==> config.mk <==
export PLATFORM = sky130hd
export DESIGN_NAME = multi_channel_change_debouncer
export DESIGN_NICKNAME = d
export VERILOG_FILES = /design/src/mcd_pkg.sv /design/src/mcd_lane.sv /design/src/mcd_merge.sv /design/src/multi_channel_change_debouncer.sv
export SDC_FILE = /design/constraint.sdc
export NUM_CORES = 1
export LEC_CHECK = 0
export BUFFER_PORTS_ARGS = -buffer_cell sky130_fd_sc_hd__buf_2
export CAP_MARGIN = 20
export CORE_MARGIN = 8
export CORE_UTILIZATION = 24
export DETAILED_ROUTE_END_ITERATION = 10
export GPL_TIMING_DRIVEN = 0
export PLACE_DENSITY = 0.4
export SETUP_SLACK_MARGIN = 0.3
export SKIP_CTS_REPAIR_TIMING = 1
export SYNTH_ARGS = -nofsm -noshare
export SYNTH_HDL_FRONTEND = slang
export SYNTH_SLANG_ARGS = --single-unit
==> constraint.sdc <==
create_clock -name clk_i -period 3.4 [get_ports clk_i]
set_clock_uncertainty 0.1 [all_clocks]
set_input_delay 0.17 -clock clk_i [delete_from_list [all_inputs] [get_ports clk_i]]
set_output_delay 0.17 -clock clk_i [all_outputs]
set_load 0.02 [all_outputs]
==> src/mcd_pkg.sv <==
// Shared types and constants for the multi-channel change debouncer.
package mcd_pkg;

  localparam int unsigned LEVELS_W  = 16;
  localparam int unsigned TICK_W    = 8;
  localparam int unsigned CFG_IDX_W = 1;
  localparam int unsigned CFG_W     = 16;
  localparam int unsigned OUT_W     = 2 * LEVELS_W;

  localparam logic [CFG_IDX_W-1:0] CFG_FILTER_TICKS   = 1'b0;
  localparam logic [CFG_IDX_W-1:0] CFG_CHANNEL_ENABLE = 1'b1;

  localparam logic [TICK_W-1:0]   FILTER_TICKS_RST   = 8'd5;
  localparam logic [LEVELS_W-1:0] CHANNEL_ENABLE_RST = 16'h0000;

  // What one channel lane hands to the merging stage for one tick.
  typedef struct packed {
    logic report;
    logic level;
  } lane_res_t;

endpackage

==> src/mcd_lane.sv <==
// One debounce lane: filter state, tick counter and committed level of a channel.
module mcd_lane
  import mcd_pkg::*;
(
  input  logic              clk_i,
  input  logic              rst_ni,
  input  logic              tick_i,
  input  logic              primed_i,
  input  logic              sample_i,
  input  logic              enable_i,
  input  logic [TICK_W-1:0] filter_ticks_i,
  output lane_res_t         res_o
);

  logic              filtering_q, filtering_d;
  logic [TICK_W-1:0] count_q, count_d;
  logic              level_q, level_d;
  logic              report;
  logic              diff;
  logic [TICK_W-1:0] count_inc;

  assign diff      = sample_i ^ level_q;
  assign count_inc = count_q + TICK_W'(1);

  always_comb begin
    filtering_d = filtering_q;
    count_d     = count_q;
    level_d     = level_q;
    report      = 1'b0;
    if (!primed_i) begin
      // The first tick after reset only captures the level.
      level_d = sample_i;
    end else if (!filtering_q) begin
      if (diff) begin
        filtering_d = 1'b1;
        count_d     = '0;
      end
    end else begin
      count_d = count_inc;
      if (count_inc >= filter_ticks_i) begin
        filtering_d = 1'b0;
        if (diff && enable_i) begin
          report  = 1'b1;
          level_d = sample_i;
        end
      end
    end
  end

  always_ff @(posedge clk_i or negedge rst_ni) begin
    if (!rst_ni) begin
      filtering_q <= 1'b0;
      count_q     <= '0;
      level_q     <= 1'b0;
    end else if (tick_i) begin
      filtering_q <= filtering_d;
      count_q     <= count_d;
      level_q     <= level_d;
    end
  end

  assign res_o.report = report;
  assign res_o.level  = level_d;

endmodule

==> src/mcd_merge.sv <==
// Merging stage: gathers the lane results into one output beat and holds it.
module mcd_merge
  import mcd_pkg::*;
(
  input  logic                   clk_i,
  input  logic                   rst_ni,
  input  logic                   tick_i,
  input  lane_res_t [LEVELS_W-1:0] lane_res_i,
  output logic                   free_o,
  output logic                   m_axis_tvalid,
  input  logic                   m_axis_tready,
  output logic [OUT_W-1:0]       m_axis_tdata
);

  logic                valid_q, valid_d;
  logic [OUT_W-1:0]    data_q;
  logic [LEVELS_W-1:0] report_mask;
  logic [LEVELS_W-1:0] committed;

  always_comb begin
    for (int i = 0; i < LEVELS_W; i++) begin
      report_mask[i] = lane_res_i[i].report;
      committed[i]   = lane_res_i[i].level;
    end
  end

  // The held beat can be replaced in the same cycle it is taken.
  assign free_o = !valid_q || m_axis_tready;

  always_comb begin
    valid_d = valid_q;
    if (tick_i) begin
      valid_d = 1'b1;
    end else if (m_axis_tready) begin
      valid_d = 1'b0;
    end
  end

  always_ff @(posedge clk_i or negedge rst_ni) begin
    if (!rst_ni) begin
      valid_q <= 1'b0;
    end else begin
      valid_q <= valid_d;
    end
  end

  always_ff @(posedge clk_i) begin
    if (tick_i) begin
      data_q <= {committed, report_mask};
    end
  end

  assign m_axis_tvalid = valid_q;
  assign m_axis_tdata  = data_q;

endmodule

==> src/multi_channel_change_debouncer.sv <==
// Top level of the multi-channel change debouncer: config registers, lanes and output beat.
//
//   Channel   Direction  Payload (low bit first)                 Handshake
//   s_axis    in         sampled_levels[15:0]                    tvalid/tready
//   m_axis    out        report_mask[15:0], committed_levels[15:0] tvalid/tready
//   cfg       in         0: filter_ticks[7:0], 1: channel_enable  cfg_we_i, no wait
//
// Every channel has its own lane, so one sample beat is taken each cycle while the output
// register can take it, and its result appears in the output register in the following cycle.
// A new beat is accepted whenever the output register is empty or being drained.
// Reset sets filter_ticks to 5, clears the enable mask and all lane state; the first
// beat after reset captures the committed levels and reports nothing.
module multi_channel_change_debouncer
  import mcd_pkg::*;
#(
  parameter int unsigned CHANNELS = 16
) (
  input  logic                 clk_i,
  input  logic                 rst_ni,
  input  logic                 s_axis_tvalid,
  output logic                 s_axis_tready,
  input  logic [LEVELS_W-1:0]  s_axis_tdata,   // sampled_levels[15:0]
  output logic                 m_axis_tvalid,
  input  logic                 m_axis_tready,
  output logic [OUT_W-1:0]     m_axis_tdata,   // report_mask[15:0], committed_levels[31:16]
  input  logic                 cfg_we_i,
  input  logic [CFG_IDX_W-1:0] cfg_idx_i,
  input  logic [CFG_W-1:0]     cfg_data_i
);

  logic [TICK_W-1:0]         filter_ticks_q;
  logic [LEVELS_W-1:0]       channel_enable_q;
  logic                      primed_q;
  logic                      tick;
  logic                      free;
  lane_res_t [LEVELS_W-1:0]  lane_res;

  assign s_axis_tready = free;
  assign tick          = s_axis_tvalid && free;

  always_ff @(posedge clk_i or negedge rst_ni) begin
    if (!rst_ni) begin
      filter_ticks_q   <= FILTER_TICKS_RST;
      channel_enable_q <= CHANNEL_ENABLE_RST;
    end else if (cfg_we_i) begin
      unique case (cfg_idx_i)
        CFG_FILTER_TICKS:   filter_ticks_q   <= cfg_data_i[TICK_W-1:0];
        CFG_CHANNEL_ENABLE: channel_enable_q <= cfg_data_i[LEVELS_W-1:0];
        default:            ;
      endcase
    end
  end

  always_ff @(posedge clk_i or negedge rst_ni) begin
    if (!rst_ni) begin
      primed_q <= 1'b0;
    end else if (tick) begin
      primed_q <= 1'b1;
    end
  end

  for (genvar g = 0; g < LEVELS_W; g++) begin : g_lane
    if (g < CHANNELS) begin : g_used
      mcd_lane u_lane (
        .clk_i          (clk_i),
        .rst_ni         (rst_ni),
        .tick_i         (tick),
        .primed_i       (primed_q),
        .sample_i       (s_axis_tdata[g]),
        .enable_i       (channel_enable_q[g]),
        .filter_ticks_i (filter_ticks_q),
        .res_o          (lane_res[g])
      );
    end else begin : g_unused
      assign lane_res[g] = '0;
    end
  end

  mcd_merge u_merge (
    .clk_i         (clk_i),
    .rst_ni        (rst_ni),
    .tick_i        (tick),
    .lane_res_i    (lane_res),
    .free_o        (free),
    .m_axis_tvalid (m_axis_tvalid),
    .m_axis_tready (m_axis_tready),
    .m_axis_tdata  (m_axis_tdata)
  );

endmodule
==> results of run 1 <==
==> synthesized netlist by cell type (all sizes together) (18+ instances only) <==
library cell / count / share of area
a211oi: 34 / 0.022
xnor2: 48 / 0.031
mux2: 27 / 0.023
o21ai: 139 / 0.055
inv: 18 / 0.0050
o211ai: 18 / 0.0099
xor2: 64 / 0.041
nor2b: 21 / 0.0096
nor2: 85 / 0.023
a32o: 80 / 0.059
nand3: 74 / 0.027
buf: 25 / 0.012
dfrtp: 184 / 0.34
clkbuf: 20 / 0.0055
nand2: 108 / 0.030
nand4: 26 / 0.012
o31ai: 18 / 0.0099
edfxtp: 32 / 0.071
ha: 144 / 0.13
and3: 55 / 0.025
==> path summary, 6_finish.rpt <==
path,endpoint,slack (ns),startpoint
max,u_merge.m_axis_tdata[23],0.46,filter_ticks_q[2]
min in group asynchronous,g_lane[13].g_used.u_lane.count_q[2],0.14,rst_ni
min,g_lane[2].g_used.u_lane.count_q[5],0.02,s_axis_tvalid
max reg2reg,u_merge.m_axis_tdata[23],0.46,filter_ticks_q[2]
min reg2reg,g_lane[15].g_used.u_lane.count_q[7],0.41,g_lane[15].g_used.u_lane.count_q[7]
max in group asynchronous,g_lane[7].g_used.u_lane.count_q[4],2.03,rst_ni
==> sequential cells by signal, indices dropped and copies added (netlist names) <==
register and flops:
filter_ticks_q 8, u_merge.m_axis_tvalid 1, g_lane.g_used.u_lane.level_q 16, u_merge.m_axis_tdata 32, primed_q 1, g_lane.g_used.u_lane.count_q 128
channel_enable_q 16, g_lane.g_used.u_lane.filtering_q 16
==> routing by layer <==
metal / vias up / track usage
met3: 61 / 0.0205
met2: 229 / 0.227
li1: 5346 / -
met1: 5486 / 0.191
met4: 0 / 0.0373
met5: - / 0
==> power by group through the flow <==
stage	Clock [mW]	Sequential, mW	Combinational [mW]
floorplan	0	3.39	1.79
global placement	0	3.47	2.53
detailed placement	0	3.47	2.66
CTS	2.95	3.43	2.67
global route	3.05	3.50	3.04
finish	2.84	3.43	2.66
==> worst register-to-register path, delay by kind of cell (launching register included) <==
| kind | cells | cell delay, ns |
|---|---|---|
| DFF | 1 | 0.51 |
| AOI/OAI and AO/OA | 4 | 0.88 |
| muxes | 1 | 0.34 |
| adders and majority gates | 1 | 0.32 |
| buffers and inverters | 2 | 0.53 |
==> kinds of logic after synthesis <==
group	after synthesis	share of synthesized area
buffers and inverters	64	0.0230
AOI/OAI and AO/OA	347	0.190
xor gates and xnor gates	112	0.0720
and+or+nand+nor	409	0.147
muxes	27	0.0229
adders and majority gates	144	0.132
DFF	218	0.412
==> stage by stage <==
stage	worst slack, ns	utilization	area [um2]	std cells
detailed placement	0.423	0.270	15200	2156
global placement	-1.67	0.265	14900	2147
floorplan	0.812	-	13600	1321
global route	0.304	0.291	16400	2241
finish	0.462	0.291	16400	2241
CTS	0.410	0.285	16000	2208
==> area by class of cell <==
cell class,instances,area (um2)
Multi-Input combinational cell,1039,7710
Clock buffer,45,796
Sequential cell,218,5620
Timing Repair Buffer,112,928
Tap cell,756,946
Buffer,45,243
Inverter,19,71.3
Clock inverter,7,55.1
Fill cell,5843,39900
==> reports/results.ini, run 1 <==
[status]
outcome = finished clean

[worst_setup_path]
crit_buf_inv = 2
path_max_fanout = 10
setup.worst_path.end_class = flop
slowest_delay_ns = 0.51
critPathKind = reg -> reg
crit_top_cell = o21ai_1
cp-start-kind = flop
cp_top_family = compound AO/OA/AOI/OAI gates
cp_slowest_cell = dfstp_2
critPathArrivalTime_ns = 3.14
critPathRequiredTime_ns = 3.60
cp_cell_sequence = inv_1, buf_16, ha_1, a211oi_1, o21ai_1, a211oi_2, o21ai_1, mux2_4
r2r_cells = 8
crit_cells = 8

[global_routing]
first_global_vias = 11100
grt_remaining_overflow = 0
grtUsageTotal = 0.139
grt_max_degree = 105
antenna_found_initial = 1
grt_first_pass_wirelength_um = 69200

[clocking]
clkSlewWorstSetupHoldPaths_ns = 0.05
cts_sinks = 218
root_buffer = clkbuf_16
cts_tree = yes
max-clock-path-buffers = 3
clk_latency_ns = 0.56
cts_made_buffers = 29
ctsHtreeMaxLevel = 1

[final_layout]
final_layout_size_suffix_gt1_frac = 0.143
syn_to_final_growth_pct = 20.2
diodes = 0
layout.cells.most_common = dfrtp_1
mostFrequentLayoutCells = dfrtp_1, ha_1, nand2_1
fin_nets = 1646

[logic_synthesis]
yosysWarnings = 0
syn-mean-instance-area_um2 = 10.3
synth_async_sr_flop_share = 0.853
synth.cell_area_um2 = 13600
synthFlopType = dfrtp_1
synth_edf_count = 32
ys_types = 49
syn_inst = 1321
seq_area_frac_synth = 0.412
synth_nets = 1503
ys_seq_elements = 218

[power]
peakVddDrop_mv = 0.378
p_int_mw = 5.81
p_total_mw = 8.92
power_density_nw_per_um2 = 545
power.switching_mw = 3.11
power_frac_seq = 0.385
combPwrFrac = 0.298
clock_power_share = 0.318
p_leak_nw = 7.38
swShare = 0.349

[routing]
ant_nets = 0
dr_wl_met3_um = 1630
drt-met1-wl_um = 21800
wl_per_cell_um = 20.3
firstDrtPassIters = 5
top_layer = met4
met2_length_um = 20800
drc = 0
routed_wl_um = 45500
drtIter0Drc = 708
vias = 11100
vias_per_cell = 4.96

[timing]
max-slew-margin-rel = 0.288
timing.hold.ws_ns = 0.0180
hold_viol = 0
rsz0062_at_grt = no
tightest_slew_ns = 1.07
fmax_mhz = 340
fin_setup_tns_ns = 0
slew_viol_final = 0
fin_crit_sh = 0.864
setup_violations = 0
post-route-min-period_ns = 2.94

[floorplanning]
boundaryPins = 72
fp-row-count = 87
die_height_um = 254
dieWidth_um = 254
initial_utilization = 0.242
dieArea_um2 = 64600
coreArea_um2 = 56300

[place]
place.port_buffers = 70
dp_hpwl_um = 31200
gp_congestion = 0.778

[min_path]
hold_depth = 3
hold_path_class = in -> reg

[flow_run]
cap_violations = 0

Note: power is estimated with default switching activity, not from simulation.
==> inputs of run 2 (changes only) <==
--- a/config.mk
+++ b/config.mk
@@ -8,10 +8,10 @@
 export BUFFER_PORTS_ARGS = -buffer_cell sky130_fd_sc_hd__buf_2
 export CAP_MARGIN = 20
 export CORE_MARGIN = 8
-export CORE_UTILIZATION = 24
+export CORE_UTILIZATION = 50
 export DETAILED_ROUTE_END_ITERATION = 10
 export GPL_TIMING_DRIVEN = 0
-export PLACE_DENSITY = 0.4
+export PLACE_DENSITY = 0.69
 export SETUP_SLACK_MARGIN = 0.3
 export SKIP_CTS_REPAIR_TIMING = 1
 export SYNTH_ARGS = -nofsm -noshare
==> run 2 against run 1 <==
Compared with the run above:
- combinational power shrank 4%
- utilization increased by 29 points
- maximum frequency down 2.4%
- first-iteration DRC count grew 55%
- flip-flop and latch count unchanged
- highest routed layer unchanged
==> reports/results.ini, run 2 (synthesis results as in run 1) <==
[min_path]
hold_path_class = in -> reg
hold_depth = 3  ; unchanged

[final_layout]
utilization = 0.582  ; +0.292
fin_nets = 1638  ; -0.49%
layout.cells.most_common = dfrtp_1
design_area_um2 = 15700  ; -4.4%
diodes = 0  ; unchanged
largest_reg_flops = 128  ; unchanged
final_layout_size_suffix_gt1_frac = 0.144  ; +0.000972
syn_to_final_growth_pct = 14.9
multi_input_area_um2 = 7690  ; -0.26%
regMostFlops = g_lane.g_used.u_lane.count_q
mostFrequentLayoutCells = dfrtp_1, ha_1, nand2_1
fin_cells = 1816  ; -19%
fill_cells = 2287  ; -61%
regArea_um2 = 5620  ; unchanged

[worst_setup_path]
critPathKind = reg -> reg
critPathRequiredTime_ns = 3.58  ; -0.02 ns
r2r_cells = 7  ; -1
critPathArrivalTime_ns = 3.19  ; +0.05 ns
cp-start-kind = flop
setup.worst_path.end_class = flop
path_max_fanout = 17  ; +7

[routing]
drtIter0Drc = 1097  ; +55%
drc = 0  ; unchanged
firstDrtPassIters = 6  ; +1
wl_per_cell_um = 21.4  ; +5.4%
vias = 11400  ; +2.2%
routed_wl_um = 38900  ; -15%
vias_per_cell = 6.26  ; +26%
ant_nets = 0  ; unchanged

[global_routing]
grtUsageTotal = 0.232  ; +0.0933
grt_remaining_overflow = 0  ; unchanged
grt_first_pass_wirelength_um = 61100  ; -12%
first_global_vias = 11100  ; +0.018%
antenna_found_initial = 0  ; -1
grt_max_degree = 95  ; -9.5%

[place]
dp.cells = 1734  ; -20%
gp_congestion = 0.835  ; +7.3%
place.port_buffers = 70  ; unchanged
placed_area_um2 = 14500  ; -4.7%
dp_hpwl_um = 25400  ; -18%

[floorplanning]
fp-row-count = 60  ; -31%
dieArea_um2 = 32800  ; -49%
die_height_um = 181  ; -29%
dieWidth_um = 181  ; -29%
initial_utilization = 0.507  ; +0.265
coreArea_um2 = 26900  ; -52%
boundaryPins = 72  ; unchanged

[clocking]
max-clock-path-buffers = 3  ; unchanged
cts_made_buffers = 25  ; -14%
ctsHtreeMaxLevel = 1  ; unchanged
cts_tree = yes
cts_sinks = 218  ; unchanged
root_buffer = clkbuf_16
clkSlewWorstSetupHoldPaths_ns = 0.06  ; about the same
clk_latency_ns = 0.54  ; -0.02 ns

[timing]
setup_violations = 0  ; unchanged
tightest_slew_ns = 1.12  ; +0.0485 ns
fin_setup_tns_ns = 0  ; unchanged
fmax_mhz = 332  ; -2.4%
fin_crit_sh = 0.885  ; +0.0211
max-slew-margin-rel = 0.255  ; -0.0332
rsz0062_at_grt = yes
hold_viol = 0  ; unchanged
slew_viol_final = 0  ; unchanged
post-route-min-period_ns = 3.01  ; +0.0719 ns

[flow_run]
cap_violations = 0  ; unchanged

[power]
clock_power_share = 0.315  ; -0.003
power_frac_seq = 0.393  ; +0.008
p_int_mw = 5.74  ; -1.2%
combPwrFrac = 0.292  ; -0.006
power.switching_mw = 2.98  ; -4.2%
swShare = 0.342  ; -0.00707
peakVddDrop_mv = 0.409  ; +8.3%
power_density_nw_per_um2 = 557  ; +2.2%
p_total_mw = 8.73  ; -2.2%
p_leak_nw = 7.30  ; -1.1%

[status]
outcome = finished clean

==> run 2: cell count changes in the layout (fill, tap and decap cells not counted), sizes merged <==
cell      change
clkbuf       -11
bufinv        +2
clkinvlp      +2
clkinv        +2
buf           -4
inv           -1
==> run 2: area by class of cell <==
class                           instances  area share
Inverter                               19     0.00504
Clock inverter                         12     0.00871
Buffer                                 45      0.0155
Timing Repair Buffer                  108      0.0492
Tap cell                              341      0.0273
Sequential cell                       218       0.359
Clock buffer                           34      0.0440
Multi-Input combinational cell       1039       0.491
==> run 2: worst max-delay path: stages, from the launching register on <==
cell        delay [ns]
dfrtp_1           0.37
clkinvlp_4        0.52
ha_1              0.53
a211oi_1          0.26
nor2_1            0.09
a211oi_2          0.37
o21ai_1           0.18
mux2_4            0.34
==> run 2: worst paths after layout <==
check / to / from / slack (ns)
max: u_merge.m_axis_tdata[23] / filter_ticks_q[5] / 0.39
min in group asynchronous: g_lane[2].g_used.u_lane.count_q[0] / rst_ni / 0.16
min reg2reg: channel_enable_q[9] / channel_enable_q[9] / 0.41
max in group asynchronous: filter_ticks_q[0] / rst_ni / 2.07
min: g_lane[5].g_used.u_lane.count_q[5] / s_axis_tvalid / 0.03
max reg2reg: u_merge.m_axis_tdata[23] / filter_ticks_q[5] / 0.39
==> run 2: per-layer routing <==
metal	vias to the layer above	GRT usage	wire length (um)
met1	5555	0.297	16500
met2	391	0.382	18000
met3	102	0.0411	2620
li1	5319	-	-
met5	-	0	0
met4	0	0.102	1760
==> run 2: power groups by stage <==
stage	Sequential (mW)	Combinational, mW	Clock [mW]
floorplan	3.39	1.79	0
global placement	3.44	2.38	0
detailed placement	3.46	2.49	0
CTS	3.41	2.50	2.79
global route	3.48	2.89	2.89
finish	3.43	2.55	2.75
==> run 2: through the flow <==
stage,hold WS [ns],setup WS [ns]
3_5_place_dp,0.161,0.282
6_report,0.0310,0.390
2_1_floorplan,-0.226,0.812
5_1_grt,0.0389,0.290
4_1_cts,-0.413,0.276
3_3_place_gp,0.304,-1.19
==> inputs of run 3 (changes only) <==
--- a/config.mk
+++ b/config.mk
@@ -5,13 +5,13 @@
 export SDC_FILE = /design/constraint.sdc
 export NUM_CORES = 1
 export LEC_CHECK = 0
-export BUFFER_PORTS_ARGS = -buffer_cell sky130_fd_sc_hd__buf_2
+export BUFFER_PORTS_ARGS = -buffer_cell sky130_fd_sc_hd__clkbuf_2
 export CAP_MARGIN = 20
 export CORE_MARGIN = 8
-export CORE_UTILIZATION = 50
+export CORE_UTILIZATION = 62
 export DETAILED_ROUTE_END_ITERATION = 10
 export GPL_TIMING_DRIVEN = 0
-export PLACE_DENSITY = 0.69
+export PLACE_DENSITY = 0.83
 export SETUP_SLACK_MARGIN = 0.3
 export SKIP_CTS_REPAIR_TIMING = 1
 export SYNTH_ARGS = -nofsm -noshare
==> run 3 against run 2 <==
Compared with the run above:
- hold slack got worse by 0.026 ns
- largest cell class unchanged
- flip-flop and latch count stayed put
- critical endpoint is now u_merge.m_axis_tdata[3]
- global-route usage is 4.4 points higher
- highest routed layer unchanged
- clock-buffer cell count increased by 4
- non-clock buffer count stayed put
- critical path type unchanged
- wire length shrank 2.8%
- largest power group unchanged
==> reports/results.ini, run 3 (synthesis results as in run 1) <==
[routing]
ant_nets = 0  ; unchanged
firstDrtPassIters = 8  ; +2
drc = 0  ; unchanged
vias_per_cell = 6.65  ; +6.2%
routed_wl_um = 37800  ; -2.8%
drtIter0Drc = 950  ; -13%
vias = 11700  ; +2.7%
wl_per_cell_um = 21.5  ; +0.49%

[final_layout]
mostFrequentLayoutCells = dfrtp_1, ha_1, nand2_1
layout.cells.most_common = dfrtp_1
syn_to_final_growth_pct = 15.0  ; about the same
regArea_um2 = 5620  ; unchanged
largest_reg_flops = 128  ; unchanged
fill_cells = 1559  ; -32%
diodes = 0  ; unchanged
fin_cells = 1757  ; -3.2%
regMostFlops = g_lane.g_used.u_lane.count_q
multi_input_area_um2 = 7690  ; about the same
design_area_um2 = 15700  ; about the same
final_layout_size_suffix_gt1_frac = 0.149  ; +0.00454
utilization = 0.722  ; +0.140
fin_nets = 1639  ; +0.061%

[global_routing]
grt_remaining_overflow = 0  ; unchanged
antenna_found_initial = 0  ; unchanged
grt_first_pass_wirelength_um = 59100  ; -3.3%
grt_max_degree = 99  ; +4.2%
first_global_vias = 11200  ; +1.7%
grtUsageTotal = 0.277  ; +0.0445

[place]
dp_hpwl_um = 24900  ; -2.2%
place.port_buffers = 70  ; unchanged
gp_congestion = 0.895  ; +7.2%
dp.cells = 1673  ; -3.5%
placed_area_um2 = 14400  ; -0.54%

[clocking]
max-clock-path-buffers = 3  ; unchanged
cts_tree = yes
ctsHtreeMaxLevel = 1  ; unchanged
cts_made_buffers = 26  ; +4.0%
clk_latency_ns = 0.54  ; about the same
cts_sinks = 218  ; unchanged
root_buffer = clkbuf_16
clkSlewWorstSetupHoldPaths_ns = 0.06  ; about the same

[worst_setup_path]
r2r_cells = 7  ; unchanged
worstReg2RegEnd = u_merge.m_axis_tdata[3]
critPathCapture = u_merge.m_axis_tdata[3]
cp-startpoint = filter_ticks_q[1]
path_max_fanout = 17  ; unchanged
rrSetupSlack_ns = 0.46  ; +0.07 ns
cp-start-kind = flop
r2r_start = filter_ticks_q[1]
critPathKind = reg -> reg
critPathRequiredTime_ns = 3.58  ; about the same
critPathArrivalTime_ns = 3.12  ; -0.07 ns
setup.worst_path.end_class = flop

[timing]
rsz0062_at_grt = no
slew_viol_final = 0  ; unchanged
setup_violations = 0  ; unchanged
timing.hold.ws_ns = 0.00521  ; -0.0258 ns
max-slew-margin-rel = 0.280  ; +0.0259
post-route-min-period_ns = 2.94  ; -0.0653 ns
fmax_mhz = 340  ; +2.2%
hold_viol = 0  ; unchanged
tightest_slew_ns = 1.08  ; -0.0388 ns
fin_crit_sh = 0.866  ; -0.0192

[floorplanning]
dieArea_um2 = 27000  ; -18%
dieWidth_um = 164  ; -9.3%
fp-row-count = 54  ; -10%
coreArea_um2 = 21700  ; -19%
initial_utilization = 0.628  ; +0.121
die_height_um = 164  ; -9.3%
boundaryPins = 72  ; unchanged

[power]
clock_power_share = 0.327  ; +0.012
swShare = 0.339  ; -0.00278
p_total_mw = 8.93  ; +2.4%
power.switching_mw = 3.03  ; +1.5%
power_density_nw_per_um2 = 570  ; +2.3%
p_int_mw = 5.90  ; +2.8%
combPwrFrac = 0.290  ; -0.002
p_leak_nw = 7.36  ; +0.82%
power_frac_seq = 0.384  ; -0.009
peakVddDrop_mv = 0.435  ; +6.3%

[flow_run]
cap_violations = 0  ; unchanged

[status]
outcome = finished clean

[min_path]
hold_path_class = in -> reg

run 3: cell count changes in the layout (fill, tap and decap cells not counted), sizes merged:
cell,delta
buf,-69
clkbuf,+74
bufinv,-1
dlygate4sd3,-1
clkinv,-1
run 3: per-layer routing:
metal / vias to the layer above / wire, um / GRT usage
met1: 5701 / 15200 / 0.356
li1: 5325 / - / -
met4: 0 / 1770 / 0.126
met2: 513 / 17800 / 0.454
met5: - / 0 / 0
met3: 139 / 3030 / 0.0434
run 3: worst min-delay path by stage:
stage	end	slack, ns	startpoint	depth (start not counted)
2_1_floorplan	channel_enable_q[0]	-0.23	rst_ni	0
4_1_cts	channel_enable_q[11]	-0.34	rst_ni	1
5_1_grt	filter_ticks_q[2]	0.03	cfg_idx_i	4
3_3_place_gp	channel_enable_q[9]	0.30	cfg_data_i[9]	2
3_5_place_dp	g_lane[2].g_used.u_lane.count_q[2]	0.21	rst_ni	1
6_report	filter_ticks_q[2]	0.005	cfg_idx_i	4
run 3: cell type report:
type / instances / share of cell area
repair buffers: 108 / 0.0490
inverters: 19 / 0.00503
flip-flops and latches: 218 / 0.359
clock buffers: 38 / 0.0516
plain buffers: 45 / 0.0155
well taps: 280 / 0.0224
multi-input cells: 1039 / 0.491
clock inverters: 10 / 0.00663
run 3: power groups by stage:
stage          combinational, mW  sequential [mW]  clock [mW]
2_1_floorplan               1.79             3.39           0
3_3_place_gp                2.34             3.43           0
3_5_place_dp                2.50             3.45           0
4_1_cts                     2.52             3.41        2.92
5_1_grt                     2.91             3.48        3.04
6_report                    2.59             3.43        2.92
run 3: through the flow:
stage | worst slack (ns) | TNS [ns]
floorplan | 0.812 | 0
global placement | -1.51 | -284.99
detailed placement | 0.329 | 0
CTS | 0.319 | 0
global route | 0.337 | 0
finish | 0.455 | 0
run 3: critical path, stage by stage, from the launching register on:
cell and delay, ns:
dfrtp_1 0.35, inv_1 0.77, ha_1 0.40, and3_1 0.17, o21ai_0 0.15, a311oi_1 0.14
or2_2 0.36, and4_1 0.23
